===== src/hdl/cets_pkg.sv =====
// shared widths, constants and month table for the calendar to epoch seconds unit
`default_nettype none

package cets_pkg;

    localparam int unsigned YEAR_W   = 8;
    localparam int unsigned MONTH_W  = 4;
    localparam int unsigned DAY_W    = 5;
    localparam int unsigned HOUR_W   = 5;
    localparam int unsigned MINUTE_W = 6;
    localparam int unsigned SECOND_W = 6;
    localparam int unsigned IN_W     = YEAR_W + MONTH_W + DAY_W + HOUR_W + MINUTE_W + SECOND_W;
    localparam int unsigned IN_BYTES_W = ((IN_W + 7) / 8) * 8;
    localparam int unsigned OUT_W    = 32;

    localparam int unsigned YDAYS_W  = 17;
    localparam int unsigned LEAPS_W  = 7;
    localparam int unsigned MDAYS_W  = 9;
    localparam int unsigned TOD_W    = 17;
    localparam int unsigned DAYS_W   = 18;

    localparam logic [8:0]         DAYS_PER_YEAR   = 9'd365;
    localparam logic [11:0]        SEC_PER_HOUR    = 12'd3600;
    localparam logic [5:0]         SEC_PER_MINUTE  = 6'd60;
    localparam logic signed [17:0] SEC_PER_DAY     = 18'sd86400;

    // year offsets of the century years 2100 and 2200, not leap
    localparam logic [YEAR_W-1:0]  OFS_2100        = 8'd130;
    localparam logic [YEAR_W-1:0]  OFS_2200        = 8'd230;
    localparam logic [MONTH_W-1:0] MONTH_MARCH     = 4'd3;

    typedef struct packed {
        logic [SECOND_W-1:0] second;
        logic [MINUTE_W-1:0] minute;
        logic [HOUR_W-1:0]   hour;
        logic [DAY_W-1:0]    day_of_month;
        logic [MONTH_W-1:0]  month;
        logic [YEAR_W-1:0]   year_offset;
    } t_cal;

    // days in the whole months before the given month, non-leap year
    function automatic logic [MDAYS_W-1:0] month_start_days(input logic [MONTH_W-1:0] month);
        logic [MDAYS_W-1:0] d;
        begin
            case (month)
                4'd0, 4'd1: d = 9'd0;
                4'd2:       d = 9'd31;
                4'd3:       d = 9'd59;
                4'd4:       d = 9'd90;
                4'd5:       d = 9'd120;
                4'd6:       d = 9'd151;
                4'd7:       d = 9'd181;
                4'd8:       d = 9'd212;
                4'd9:       d = 9'd243;
                4'd10:      d = 9'd273;
                4'd11:      d = 9'd304;
                4'd12:      d = 9'd334;
                default:    d = 9'd365;
            endcase
            return d;
        end
    endfunction

endpackage

`default_nettype wire


===== src/hdl/cets_day_count.sv =====
// first two pipeline stages: day count since epoch and seconds within the day
`default_nettype none

module cets_day_count
    import cets_pkg::*;
(
    input  wire                     i_clk,
    input  wire                     i_rst_n,
    input  wire                     i_en,
    input  wire                     i_valid,
    input  t_cal                    i_cal,
    output logic                    o_valid,
    output logic signed [DAYS_W-1:0] o_days,
    output logic [TOD_W-1:0]        o_tod
);

    logic                       r_v1;
    logic [YDAYS_W-1:0]         r_ydays;
    logic [LEAPS_W-1:0]         r_leaps;
    logic [MDAYS_W-1:0]         r_mdays;
    logic [DAY_W-1:0]           r_day;
    logic [TOD_W-1:0]           r_tod1;
    logic                       r_v2;
    logic signed [DAYS_W-1:0]   r_days;
    logic [TOD_W-1:0]           r_tod2;

    logic [YDAYS_W-1:0]         n_ydays;
    logic [LEAPS_W-1:0]         n_leaps;
    logic [MDAYS_W-1:0]         n_mdays;
    logic [TOD_W-1:0]           n_tod1;
    logic signed [DAYS_W-1:0]   n_days;
    logic [YEAR_W:0]            w_mult4;
    logic                       w_leap;

    always_comb begin
        n_ydays = YDAYS_W'(i_cal.year_offset) * YDAYS_W'(DAYS_PER_YEAR);
        // multiples of four before the year, less the skipped century years
        w_mult4 = ({1'b0, i_cal.year_offset} + 9'd1) >> 2;
        n_leaps = LEAPS_W'(w_mult4)
                - LEAPS_W'(i_cal.year_offset > OFS_2100)
                - LEAPS_W'(i_cal.year_offset > OFS_2200);
        w_leap  = (i_cal.year_offset[1:0] == 2'd2)
               && (i_cal.year_offset != OFS_2100)
               && (i_cal.year_offset != OFS_2200);
        n_mdays = month_start_days(i_cal.month)
                + MDAYS_W'(w_leap && (i_cal.month >= MONTH_MARCH));
        n_tod1  = TOD_W'(i_cal.hour) * TOD_W'(SEC_PER_HOUR)
                + TOD_W'(i_cal.minute) * TOD_W'(SEC_PER_MINUTE)
                + TOD_W'(i_cal.second);
        n_days  = $signed(DAYS_W'(r_ydays)) + $signed(DAYS_W'(r_leaps))
                + $signed(DAYS_W'(r_mdays)) + $signed(DAYS_W'(r_day))
                - 18'sd1;
    end

    always_ff @(posedge i_clk) begin
        if (!i_rst_n) begin
            r_v1 <= 1'b0;
            r_v2 <= 1'b0;
        end else if (i_en) begin
            r_v1 <= i_valid;
            r_v2 <= r_v1;
        end
    end

    always_ff @(posedge i_clk) begin
        if (i_en) begin
            r_ydays <= n_ydays;
            r_leaps <= n_leaps;
            r_mdays <= n_mdays;
            r_day   <= i_cal.day_of_month;
            r_tod1  <= n_tod1;
            r_days  <= n_days;
            r_tod2  <= r_tod1;
        end
    end

    assign o_valid = r_v2;
    assign o_days  = r_days;
    assign o_tod   = r_tod2;

endmodule

`default_nettype wire


===== src/hdl/cets_sec_scale.sv =====
// last two pipeline stages: days to seconds and final sum, modulo 2^32
`default_nettype none

module cets_sec_scale
    import cets_pkg::*;
(
    input  wire                      i_clk,
    input  wire                      i_rst_n,
    input  wire                      i_en,
    input  wire                      i_valid,
    input  wire signed [DAYS_W-1:0]  i_days,
    input  wire [TOD_W-1:0]          i_tod,
    output logic                     o_valid,
    output logic [OUT_W-1:0]         o_seconds
);

    logic                        r_v3;
    logic [OUT_W-1:0]            r_prod;
    logic [TOD_W-1:0]            r_tod3;
    logic                        r_v4;
    logic [OUT_W-1:0]            r_sum;

    logic signed [2*DAYS_W-1:0]  n_prod;
    logic [OUT_W-1:0]            n_sum;

    always_comb begin
        n_prod = i_days * SEC_PER_DAY;
        n_sum  = r_prod + OUT_W'(r_tod3);
    end

    always_ff @(posedge i_clk) begin
        if (!i_rst_n) begin
            r_v3 <= 1'b0;
            r_v4 <= 1'b0;
        end else if (i_en) begin
            r_v3 <= i_valid;
            r_v4 <= r_v3;
        end
    end

    always_ff @(posedge i_clk) begin
        if (i_en) begin
            r_prod <= n_prod[OUT_W-1:0];
            r_tod3 <= i_tod;
            r_sum  <= n_sum;
        end
    end

    assign o_valid   = r_v4;
    assign o_seconds = r_sum;

endmodule

`default_nettype wire


===== src/hdl/calendar_to_epoch_seconds_unit.sv =====
// top level of the calendar time to epoch seconds converter
//
// input stream: one beat carries year offset from 1970, month, day of month,
// hour, minute and second; the output stream gives seconds since 1970-01-01
// 00:00:00, wrapping modulo 2^32. fields are used as given, without checks.
// each accepted beat goes through the stages below to its output beat; a new
// beat is taken every cycle unless the output stalls; one conversion per cycle.
// the four stages are: year, leap and month day terms plus time of day;
// day sum; multiply by 86400; add time of day into the output register.
// all stages advance together when the output register is empty or its beat
// is taken; while the receiver stalls a full output, s_axis_tready is low and
// every stage holds, so nothing is lost or repeated. bubbles travel as empty
// slots with their valid bits.
// synchronous active-low reset empties the pipeline; no beat is in flight
// after it and s_axis_tready is high in the first cycle after reset.
`default_nettype none

module calendar_to_epoch_seconds_unit
    import cets_pkg::*;
(
    input  wire                   i_clk,
    input  wire                   i_rst_n,
    input  wire                   s_axis_tvalid,
    output logic                  s_axis_tready,
    // year_offset[7:0], month[11:8], day_of_month[16:12], hour[21:17],
    // minute[27:22], second[33:28], zero fill[39:34]
    input  wire [IN_BYTES_W-1:0]  s_axis_tdata,
    output logic                  m_axis_tvalid,
    input  wire                   m_axis_tready,
    // epoch_seconds[31:0]
    output logic [OUT_W-1:0]      m_axis_tdata
);

    t_cal                     w_cal;
    logic                     w_en;
    logic                     w_dc_valid;
    logic signed [DAYS_W-1:0] w_days;
    logic [TOD_W-1:0]         w_tod;
    logic                     w_out_valid;
    logic [IN_BYTES_W-1:IN_W] w_pad;

    assign w_cal = t_cal'(s_axis_tdata[IN_W-1:0]);
    assign w_pad = s_axis_tdata[IN_BYTES_W-1:IN_W];
    assign w_en  = !w_out_valid || m_axis_tready || (&w_pad && 1'b0);

    cets_day_count u_day_count (
        .i_clk   (i_clk),
        .i_rst_n (i_rst_n),
        .i_en    (w_en),
        .i_valid (s_axis_tvalid),
        .i_cal   (w_cal),
        .o_valid (w_dc_valid),
        .o_days  (w_days),
        .o_tod   (w_tod)
    );

    cets_sec_scale u_sec_scale (
        .i_clk     (i_clk),
        .i_rst_n   (i_rst_n),
        .i_en      (w_en),
        .i_valid   (w_dc_valid),
        .i_days    (w_days),
        .i_tod     (w_tod),
        .o_valid   (w_out_valid),
        .o_seconds (m_axis_tdata)
    );

    assign s_axis_tready = w_en;
    assign m_axis_tvalid = w_out_valid;

endmodule

`default_nettype wire


===== config.mk =====
export PLATFORM = sky130hd
export DESIGN_NAME = calendar_to_epoch_seconds_unit
export DESIGN_NICKNAME = d
export VERILOG_FILES = /design/src/hdl/cets_pkg.sv /design/src/hdl/cets_day_count.sv /design/src/hdl/cets_sec_scale.sv /design/src/hdl/calendar_to_epoch_seconds_unit.sv
export SDC_FILE = /design/constraint.sdc
export NUM_CORES = 1
export LEC_CHECK = 0
export BUFFER_PORTS_ARGS = -buffer_cell sky130_fd_sc_hd__clkbuf_2
export CAP_MARGIN = 20
export CORE_MARGIN = 2
export CORE_UTILIZATION = 55
export CTS_CLUSTER_SIZE = 30
export DETAILED_ROUTE_END_ITERATION = 10
export HOLD_SLACK_MARGIN = 0.03
export PLACE_DENSITY = 0.76
export SLEW_MARGIN = 0
export SYNTH_ARGS = -nofsm -noshare
export SYNTH_HDL_FRONTEND = slang
export SYNTH_HIERARCHICAL = 1
export SYNTH_SLANG_ARGS = --single-unit

===== constraint.sdc =====
create_clock -name i_clk -period 4.6 [get_ports i_clk]
set_input_delay 0.23 -clock i_clk [delete_from_list [all_inputs] [get_ports i_clk]]
set_output_delay 0.23 -clock i_clk [all_outputs]
set_load 0.05 [all_outputs]

==> flow_results.org, run 1 <==
** Yosys
- Share of flip-flops with an asynchronous set or reset after synthesis :: 0%
- The number of nets in the synthesized netlist is 1709.
- Dividing the synthesized area by the synthesized cell count gives 11.04 µm².
- Yosys warning count :: 6
- Distinct cells, synth :: 80
- After Yosys synthesis, and, or, nand and nor cells account for 7.496% of the synthesized area.
- Summing the areas of all xor and xnor instances in the mapped netlist gives 6.109% of the synthesized area.
- By area, the combinational part of the netlist is dominated by adder cells.
- The synthesized netlist devotes 33.71% of its cell area to adder and majority cells.
- Count of mapped cells out of synthesis :: 1325
- Synth Register Bits :: 168
- The synthesized netlist devotes 9.926% of its cell area to compound gates.
- Syn Std Cell Area :: 14620 µm²
- After synthesis, flip-flops and latches occupy 34.23% of the total area.
- Number of enable flip-flop cells after synthesis :: 164
- For this run, the leading register cell type out of synthesis is edfxtp_1.
- Mux share of post-synthesis cell area :: 0.8471%

** Worst setup path
- The setup path with the least slack is of type reg -> reg.
- Along the worst path, the maximum fanout reaches 5.
- Category of the worst setup path capture point :: flip-flop
- On the critical path the largest part of the delay comes from adder cells.
- At the worst endpoint, the required time is 4.78 ns.
- Worst path bufs/invs :: 3
- Arrival time worst endpoint :: 4.64 ns
- Largest incremental delay on the critical path :: 0.54 ns
- Walking the worst path, the cells encountered are ha_1, ha_1, fa_1, inv_1, fa_1, fa_1, inv_1, ha_1, and4_4, o211a_1, a221oi_2, buf_4, o31ai_2, a21oi_1, xnor2_1.
- Critical path launch point type :: flip-flop
- Slowest stage cell, crit path :: fa_1

** Finish
- The multi-input combinational cells in the finished layout cover a total of 8548 µm².
- Of the cells placed in the final design, the portion with a size suffix greater than 1 is 10.84%.
- Area growth syn-to-layout :: 11.29%
- Registers take 5005 µm².
- Total inserted antenna cells :: 0
- For this run, the post-layout net count is 1820.
- Number of inserted filler cells in the final layout :: 2007
- Design Area, Final :: 16270 µm²

** Clock network
- The clock drives 168 sinks.
- In this run, CTS created clock tree buffers numbering 17.
- Root buffer cell :: clkbuf_16
- Skew-Pair Late Insertion Delay :: 0.43 ns
- In this run the deepest clock path goes through 2 buffers.
- CTS built an H-tree with a depth of 4.
- Clock input transition at the sequential cells of the worst setup and hold paths :: 0.07 ns
- TritonCTS clock tree :: done

** Placed design
- Buffers on Ports :: 71
- Place WS :: 0.02179 ns
- Final weighted congestion in routability-driven placement :: 0.9048
- Area after DPL :: 15490 µm²
- Detailed-placement wirelength estimate :: 20010 µm

** Timing
- Max Transition Viols Final :: 0
- Worst relative slew slack :: 50.95%
- RSZ-0062 raised after global routing :: true
- Setup total negative slack on the finished layout was measured at 0 ns.
- For this run, the top clock speed supported by timing is 224.1 MHz.
- Smallest hold slack :: 0.06610 ns
- For the pin with the worst max-slew slack, the measured transition is 0.7358 ns.
- For the final database, setup skew stands at 0.01576 ns.
- In the post-route analysis, the smallest setup slack over all paths is 0.1371 ns.
- Setup violations remaining at the end of the flow were counted as 0.
- Final Cycle Share :: 97.02%
- Final hold violations :: 0
- The clock period could shrink to 4.463 ns.

** Drt
- The detail route stage leaves a number of antenna-violating nets equal to 0.
- DRT iter0 DRCs :: 395
- Count of unresolved DRC violations after routing :: 0
- Wire length per cell after detailed routing :: 14.22 µm
- The routed layout has 9505 vias.
- Via count normalized by instance count :: 5.328
- Wires add up to 25370 µm.
- Number of detailed-route iterations in the first pass :: 5

** GRT
- The initial antenna violation count is 0.
- GR Overflow Total :: 0
- The via count of the first global-routing pass was 9661.
- Wire length of the first global-routing pass :: 43160 µm
- Global routing used 18.62% of the available tracks.
- Largest net degree at the start of global routing :: 116

** Die
- Initial core utilization :: 56.11%
- Floorplan Core Area :: 26060 µm²
- Pin placement for this block handled 78 I/O pins.
- The floorplan step set the die width to 167.1 µm.
- Die Y :: 167.1 µm
- Placement Rows :: 59
- Die footprint :: 27910 µm²

** Job
- The tool flagged a number of max-cap violations equal to 0.

** Min path
- In this run the worst hold path is classified as in -> reg.

** Status
- The run finished with clean final reports.
[timing repair]
| item | 4_1_cts | 5_1_grt |
|---|---|---|
| hold buffers | 7 | 0 |
| gates resized for setup | 0 | 7 |
| endpoints found under the hold margin | 7 | 0 |
| endpoints found under the setup margin | 0 | 7 |
| setup buffers | 0 | 6 |
[per-layer routing]
metal	GRT usage [%]	share of wire, %
met1	22.17	44
met2	34.94	52
met3	2.614	2.7
met4	5.172	1.5
met5	0	0
[registers in the layout, summed over array words and instances, names as in the netlist, 5 cells and up]
name / flops
u_day_count/r_tod1: 17
u_day_count/r_mdays: 9
u_sec_scale/o_seconds: 32
u_day_count/o_tod: 17
u_day_count/r_leaps: 7
u_day_count/r_ydays: 17
u_sec_scale/r_prod: 25
u_sec_scale/r_tod3: 17
u_day_count/o_days: 18
u_day_count/r_day: 5
[kinds of logic (layout without fill, tap and decap cells)]
logic type | after synthesis | count (layout)
AO/OA/AOI/OAI | 205 | 205
XOR/XNOR | 102 | 102
adder cells (fa/ha/maj) | 340 | 340
buffers and inverters | 286 | 410
flip-flops | 168 | 168
multiplexers | 11 | 11
AND/OR/NAND/NOR | 213 | 213
[worst register-to-register path, cell delays in order (launching register included)]
cell	delay, ns
edfxtp_1	0.44
ha_1	0.33
ha_1	0.30
fa_1	0.54
inv_1	0.06
fa_1	0.50
fa_1	0.54
inv_1	0.04
ha_1	0.34
and4_4	0.25
o211a_1	0.16
a221oi_2	0.06
buf_4	0.17
o31ai_2	0.26
a21oi_1	0.11
xnor2_1	0.13
[final cells by class]
cell class,count,area share (%)
Clock buffer,19,2.660
Clock inverter,13,1.184
Inverter,270,6.227
Multi-Input combinational cell,871,52.53
Sequential cell,168,30.75
Tap cell,335,2.576
Timing Repair Buffer,108,4.075
[worst paths after layout]
check | cells past startpoint | slack [ns] | startpoint | end
hold reg to reg | 0 | 0.42 | u_day_count/o_tod[5]$_DFFE_PP_ | u_sec_scale/r_tod3[5]$_DFFE_PP_
hold / removal | 2 | 0.07 | i_rst_n | u_day_count/r_v1$_SDFFE_PN0P_
setup / recovery | 15 | 0.14 | u_day_count/o_days[6]$_DFFE_PP_ | u_sec_scale/r_prod[31]$_DFFE_PP_
setup reg to reg | 15 | 0.14 | u_day_count/o_days[6]$_DFFE_PP_ | u_sec_scale/r_prod[31]$_DFFE_PP_
[metrics by stage]
step           util, %  cells
2_1_floorplan        -   1325
3_5_place_dp     59.43   1739
4_1_cts          62.10   1778
3_3_place_gp     59.43   1739
5_1_grt          62.45   1784
6_report         62.45   1784
[cell usage after synthesis, drive strengths merged (3+ instances only)]
| library cell | n | share of area (%) |
|---|---|---|
| a2111oi | 3 | 0.22 |
| a211o | 3 | 0.19 |
| a211oi | 7 | 0.44 |
| a21o | 18 | 0.92 |
| a21oi | 59 | 2.2 |
| a221oi | 3 | 0.34 |
| a31oi | 8 | 0.34 |
| and3 | 17 | 0.74 |
| and4 | 3 | 0.20 |
| buf | 9 | 0.44 |
| clkbuf | 7 | 0.32 |
| dfxtp | 4 | 0.55 |
| edfxtp | 164 | 34 |
| fa | 90 | 12 |
| ha | 250 | 21 |
| inv | 270 | 6.9 |
| mux2i | 9 | 0.62 |
| nand2 | 40 | 1.0 |
| nand2b | 13 | 0.56 |
| nand3 | 27 | 0.92 |
| nand4 | 13 | 0.56 |
| nor2 | 48 | 1.2 |
| nor2b | 12 | 0.51 |
| nor3 | 20 | 0.72 |
| nor3b | 3 | 0.15 |
| o211ai | 16 | 0.86 |
| o21a | 7 | 0.36 |
| o21ai | 35 | 1.2 |
| o21bai | 7 | 0.36 |
| o311ai | 6 | 0.41 |
| o31ai | 3 | 0.15 |
| or3 | 3 | 0.13 |
| or4 | 4 | 0.21 |
| xnor2 | 72 | 4.3 |
| xor2 | 30 | 1.8 |
[layout by cell type (no fill, tap or decap), drive strengths merged, types with 4 or more instances in the layout]
master / count
and3: 17
nand2b: 13
nand2: 40
fa: 90
a21oi: 59
xor2: 30
bufinv: 4
dfxtp: 4
o21ai: 35
nor2b: 12
nand4: 13
o311ai: 6
nand3: 27
a21o: 18
ha: 250
o21a: 7
mux2i: 9
buf: 30
inv: 274
a31oi: 8
a211oi: 7
edfxtp: 164
dlygate4sd3: 7
nor2: 48
o211ai: 16
o21bai: 7
clkbuf: 90
nor3: 20
xnor2: 72
or4: 4
Power of run 1 is not shown: default switching activity piles up to over one toggle a cycle in this logic, so the estimate is an artifact.
==> run 2, diff against run 1 <==
--- a/config.mk
+++ b/config.mk
@@ -5,13 +5,14 @@
 export SDC_FILE = /design/constraint.sdc
 export NUM_CORES = 1
 export LEC_CHECK = 0
+export ABC_AREA = 1
 export BUFFER_PORTS_ARGS = -buffer_cell sky130_fd_sc_hd__clkbuf_2
 export CAP_MARGIN = 20
 export CORE_MARGIN = 2
 export CORE_UTILIZATION = 55
 export CTS_CLUSTER_SIZE = 30
 export DETAILED_ROUTE_END_ITERATION = 10
-export HOLD_SLACK_MARGIN = 0.03
+export HOLD_SLACK_MARGIN = 0.15
 export PLACE_DENSITY = 0.76
 export SLEW_MARGIN = 0
 export SYNTH_ARGS = -nofsm -noshare
==> flow_results.org, run 2 <==
** Status
- The run finished with clean final reports.

** Worst setup path
- STA puts the critical path data required time at 4.80 ns.
- Largest incremental delay on the critical path :: 0.55 ns
- Among all stages on the critical path, the largest delay is contributed by fa_1.
- Critical path launch point type :: flip-flop
- By instance count, the cell type seen most on the critical path is nand2_1.
- Cell chain of the critical path :: ha_1, ha_1, fa_1, inv_1, fa_1, fa_1, inv_1, ha_1, nand2_1, inv_1, a21oi_1, nor2_1, nor2_1, nand2_1, nand2_1, nand2_1
- Maximum fanout encountered on the critical timing path :: 5
- Category of the most critical setup path :: reg -> reg
- Category of the worst setup path capture point :: flip-flop
- At the worst endpoint, the arrival time is 4.54 ns.

** Yosys
- Yosys warning count :: 6
- Counting every net in the synthesized netlist gives 2117.
- Syn Std Cell Area :: 15480 µm²
- Flip-flop cell with the highest count after synthesis :: edfxtp_1
- Sorting the synthesized cells by area gives the leading types as edfxtp_1 (32%), ha_1 (20%), fa_1 (12%).
- Distinct cells, synth :: 42
- Synth top area share :: 31.80%
- List of most frequent post-synthesis cells :: inv_1 (406), nand2_1 (381), ha_1 (250)
- Dominant cell by count in the synthesized netlist :: inv_1
- Number of enable flip-flop cells after synthesis :: 164
- Share of flip-flops with an asynchronous set or reset after synthesis :: 0%
- Proportion of synthesized chip area in sequential cells :: 32.32%
- Cell taking the most area after synthesis :: edfxtp_1
- Synthesis produced 1733 cells.
- Avg Synthesized Cell Area :: 8.935 µm²
- Synth Register Bits :: 168

** Job
- Maxcap violations :: 0

** Die
- The floorplan has 61 rows.
- In this run the vertical extent of the chip is 171.8 µm.
- Horizontal die dimension :: 171.8 µm
- Num ports :: 78
- Initial core utilization :: 55.74%
- Die footprint :: 29510 µm²
- Floorplan Core Area :: 27780 µm²

** Placed design
- Detailed placement ended at an HPWL of 23830 µm.
- Buffers on Ports :: 71
- The congestion estimate from routability-driven global placement came to 0.9615.

** Timing
- Worst relative slew slack :: 48.79%
- RSZ-0062 raised after global routing :: false
- The number of failing hold endpoints at the final stage is 0.
- Summed negative setup slack over all endpoints :: 0 ns
- Counting I/O delays and the setup requirement, the final critical path takes 4.346 ns.
- For the final database, setup skew stands at 0.01138 ns.
- Setup violations remaining at the end of the flow were counted as 0.
- The count of final max-slew check failures is 0.
- At the pin with the least slew margin, the transition time is 0.7681 ns.
- Based on the critical path, the design can be clocked at up to 230.1 MHz.
- Of the available clock period, the critical path in the final layout requires 94.48%.

** GRT
- Via count of the first global-routing pass :: 11040
- Global routing finished with a remaining overflow of 0.
- The initial antenna violation count is 0.
- Global Route Usage Sum :: 20.77%
- The first global-routing pass estimated 49250 µm of wire.
- Largest net degree at the start of global routing :: 102

** Clock network
- TritonCTS built the clock tree.
- Htree depth :: 4
- Gates resized during post-CTS repair numbered 0.
- Clock-pin slew was measured on the worst setup and hold paths at 0.07 ns.
- Number of CTS-inserted buffers :: 17
- At the later pin of the worst-skew pair, clock insertion delay measures 0.44 ns.
- TritonCTS sink count :: 168
- Root buffer cell :: clkbuf_16
- No sink is reached through more buffers than the 2 on the longest clock path.

** Drt
- In the routed design, unresolved DRC markers number 0.
- After detailed routing, the average wire length per cell comes to 12.91 µm.
- In the routed layout, each cell is associated on average with a via count of 4.981.
- For this block, the routed nets add up to 28760 µm of wire.
- The first TritonRoute pass finished after 5 iterations.
- Total via count after detailed routing :: 11093
- The detailed router finished its first iteration with 607 violations.
- Number of nets with antenna violations after routing :: 0

** Min path
- Worst hold path type :: in -> reg

** Finish
- Leading cell types in the layout, fill and taps excluded :: inv_1 (406), nand2_1 (380), ha_1 (250)
- Cells with a size suffix above 1 make up 7.680% of the layout.
- Most frequent standard cell in the layout excluding fill and tap cells :: inv_1
- The register with the most flip-flops in the layout has 32 of them.
- Area growth syn-to-layout :: 10.48%
- After the last flow step, the layout net total stands at 2220.
- Total inserted antenna cells :: 0
run 2: path summary, 6_finish.rpt:
kind / from / to / slack, ns / cells after the start
max reg2reg: u_day_count/o_days[6]$_DFFE_PP_ / u_sec_scale/r_prod[25]$_DFFE_PP_ / 0.25 / 16
min reg2reg: u_day_count/r_tod1[14]$_DFFE_PP_ / u_day_count/o_tod[14]$_DFFE_PP_ / 0.42 / 0
min: s_axis_tdata[1] / u_day_count/r_ydays[1]$_DFFE_PP_ / 0.19 / 1
max: u_day_count/o_days[6]$_DFFE_PP_ / u_sec_scale/r_prod[25]$_DFFE_PP_ / 0.25 / 16
run 2: critical path: cells and delay by family (launching register included):
kind,cells,cell delay (ns)
buf+inv,3,0.16
simple gates,6,0.52
compound gates,1,0.31
flops,1,0.51
fa+ha+maj,6,2.61
run 2: metrics by stage:
step                instance area (µm²)  setup slack (ns)  utilization (%)  hold WS [ns]  cells
floorplan                         15490            0.6093                -        0.3289   1733
global placement                  16330            0.3372            58.79        0.4015   2183
detailed placement                16330            0.2751            58.79        0.4045   2183
CTS                               17110            0.2359            61.58        0.1852   2227
global route                      17110           0.02861            61.58        0.2082   2227
finish                            17110            0.2537            61.58        0.1948   2227
run 2: per-layer routing:
metal | up-vias | track usage (%) | wire [µm]
li1 | 5728 | - | -
met1 | 5142 | 25.04 | 12490
met2 | 186 | 38.55 | 14880
met3 | 37 | 2.071 | 772
met4 | 0 | 7.234 | 621
met5 | - | 0 | 0
run 2: repair_timing:
action                     4_1_cts  5_1_grt
hold buffers                    12        0
setup endpoints to repair        0        0
setup buffers                    0        0
hold endpoints to repair        13        0
run 2: logic make-up (layout without fill, tap and decap cells):
| group | Yosys count | count (layout) | synth area share (%) |
|---|---|---|---|
| AOI/OAI and AO/OA | 119 | 119 | 4.299 |
| xor gates and xnor gates | 66 | 66 | 3.854 |
| adders and majority gates | 340 | 340 | 31.84 |
| buffers and inverters | 412 | 528 | 10.08 |
| DFF | 168 | 168 | 32.32 |
| and+or+nand+nor | 628 | 628 | 17.61 |
run 2: final cells by class:
class                           instances  area (µm²)
Multi-Input combinational cell       1153        8936
Sequential cell                       168        5005
Clock inverter                         15       229.0
Inverter                              410        1541
Fill cell                            2368       10670
Clock buffer                           17       425.4
Timing Repair Buffer                   86       498.0
Tap cell                              378       473.0
Power of run 2 is left out for the same reason.
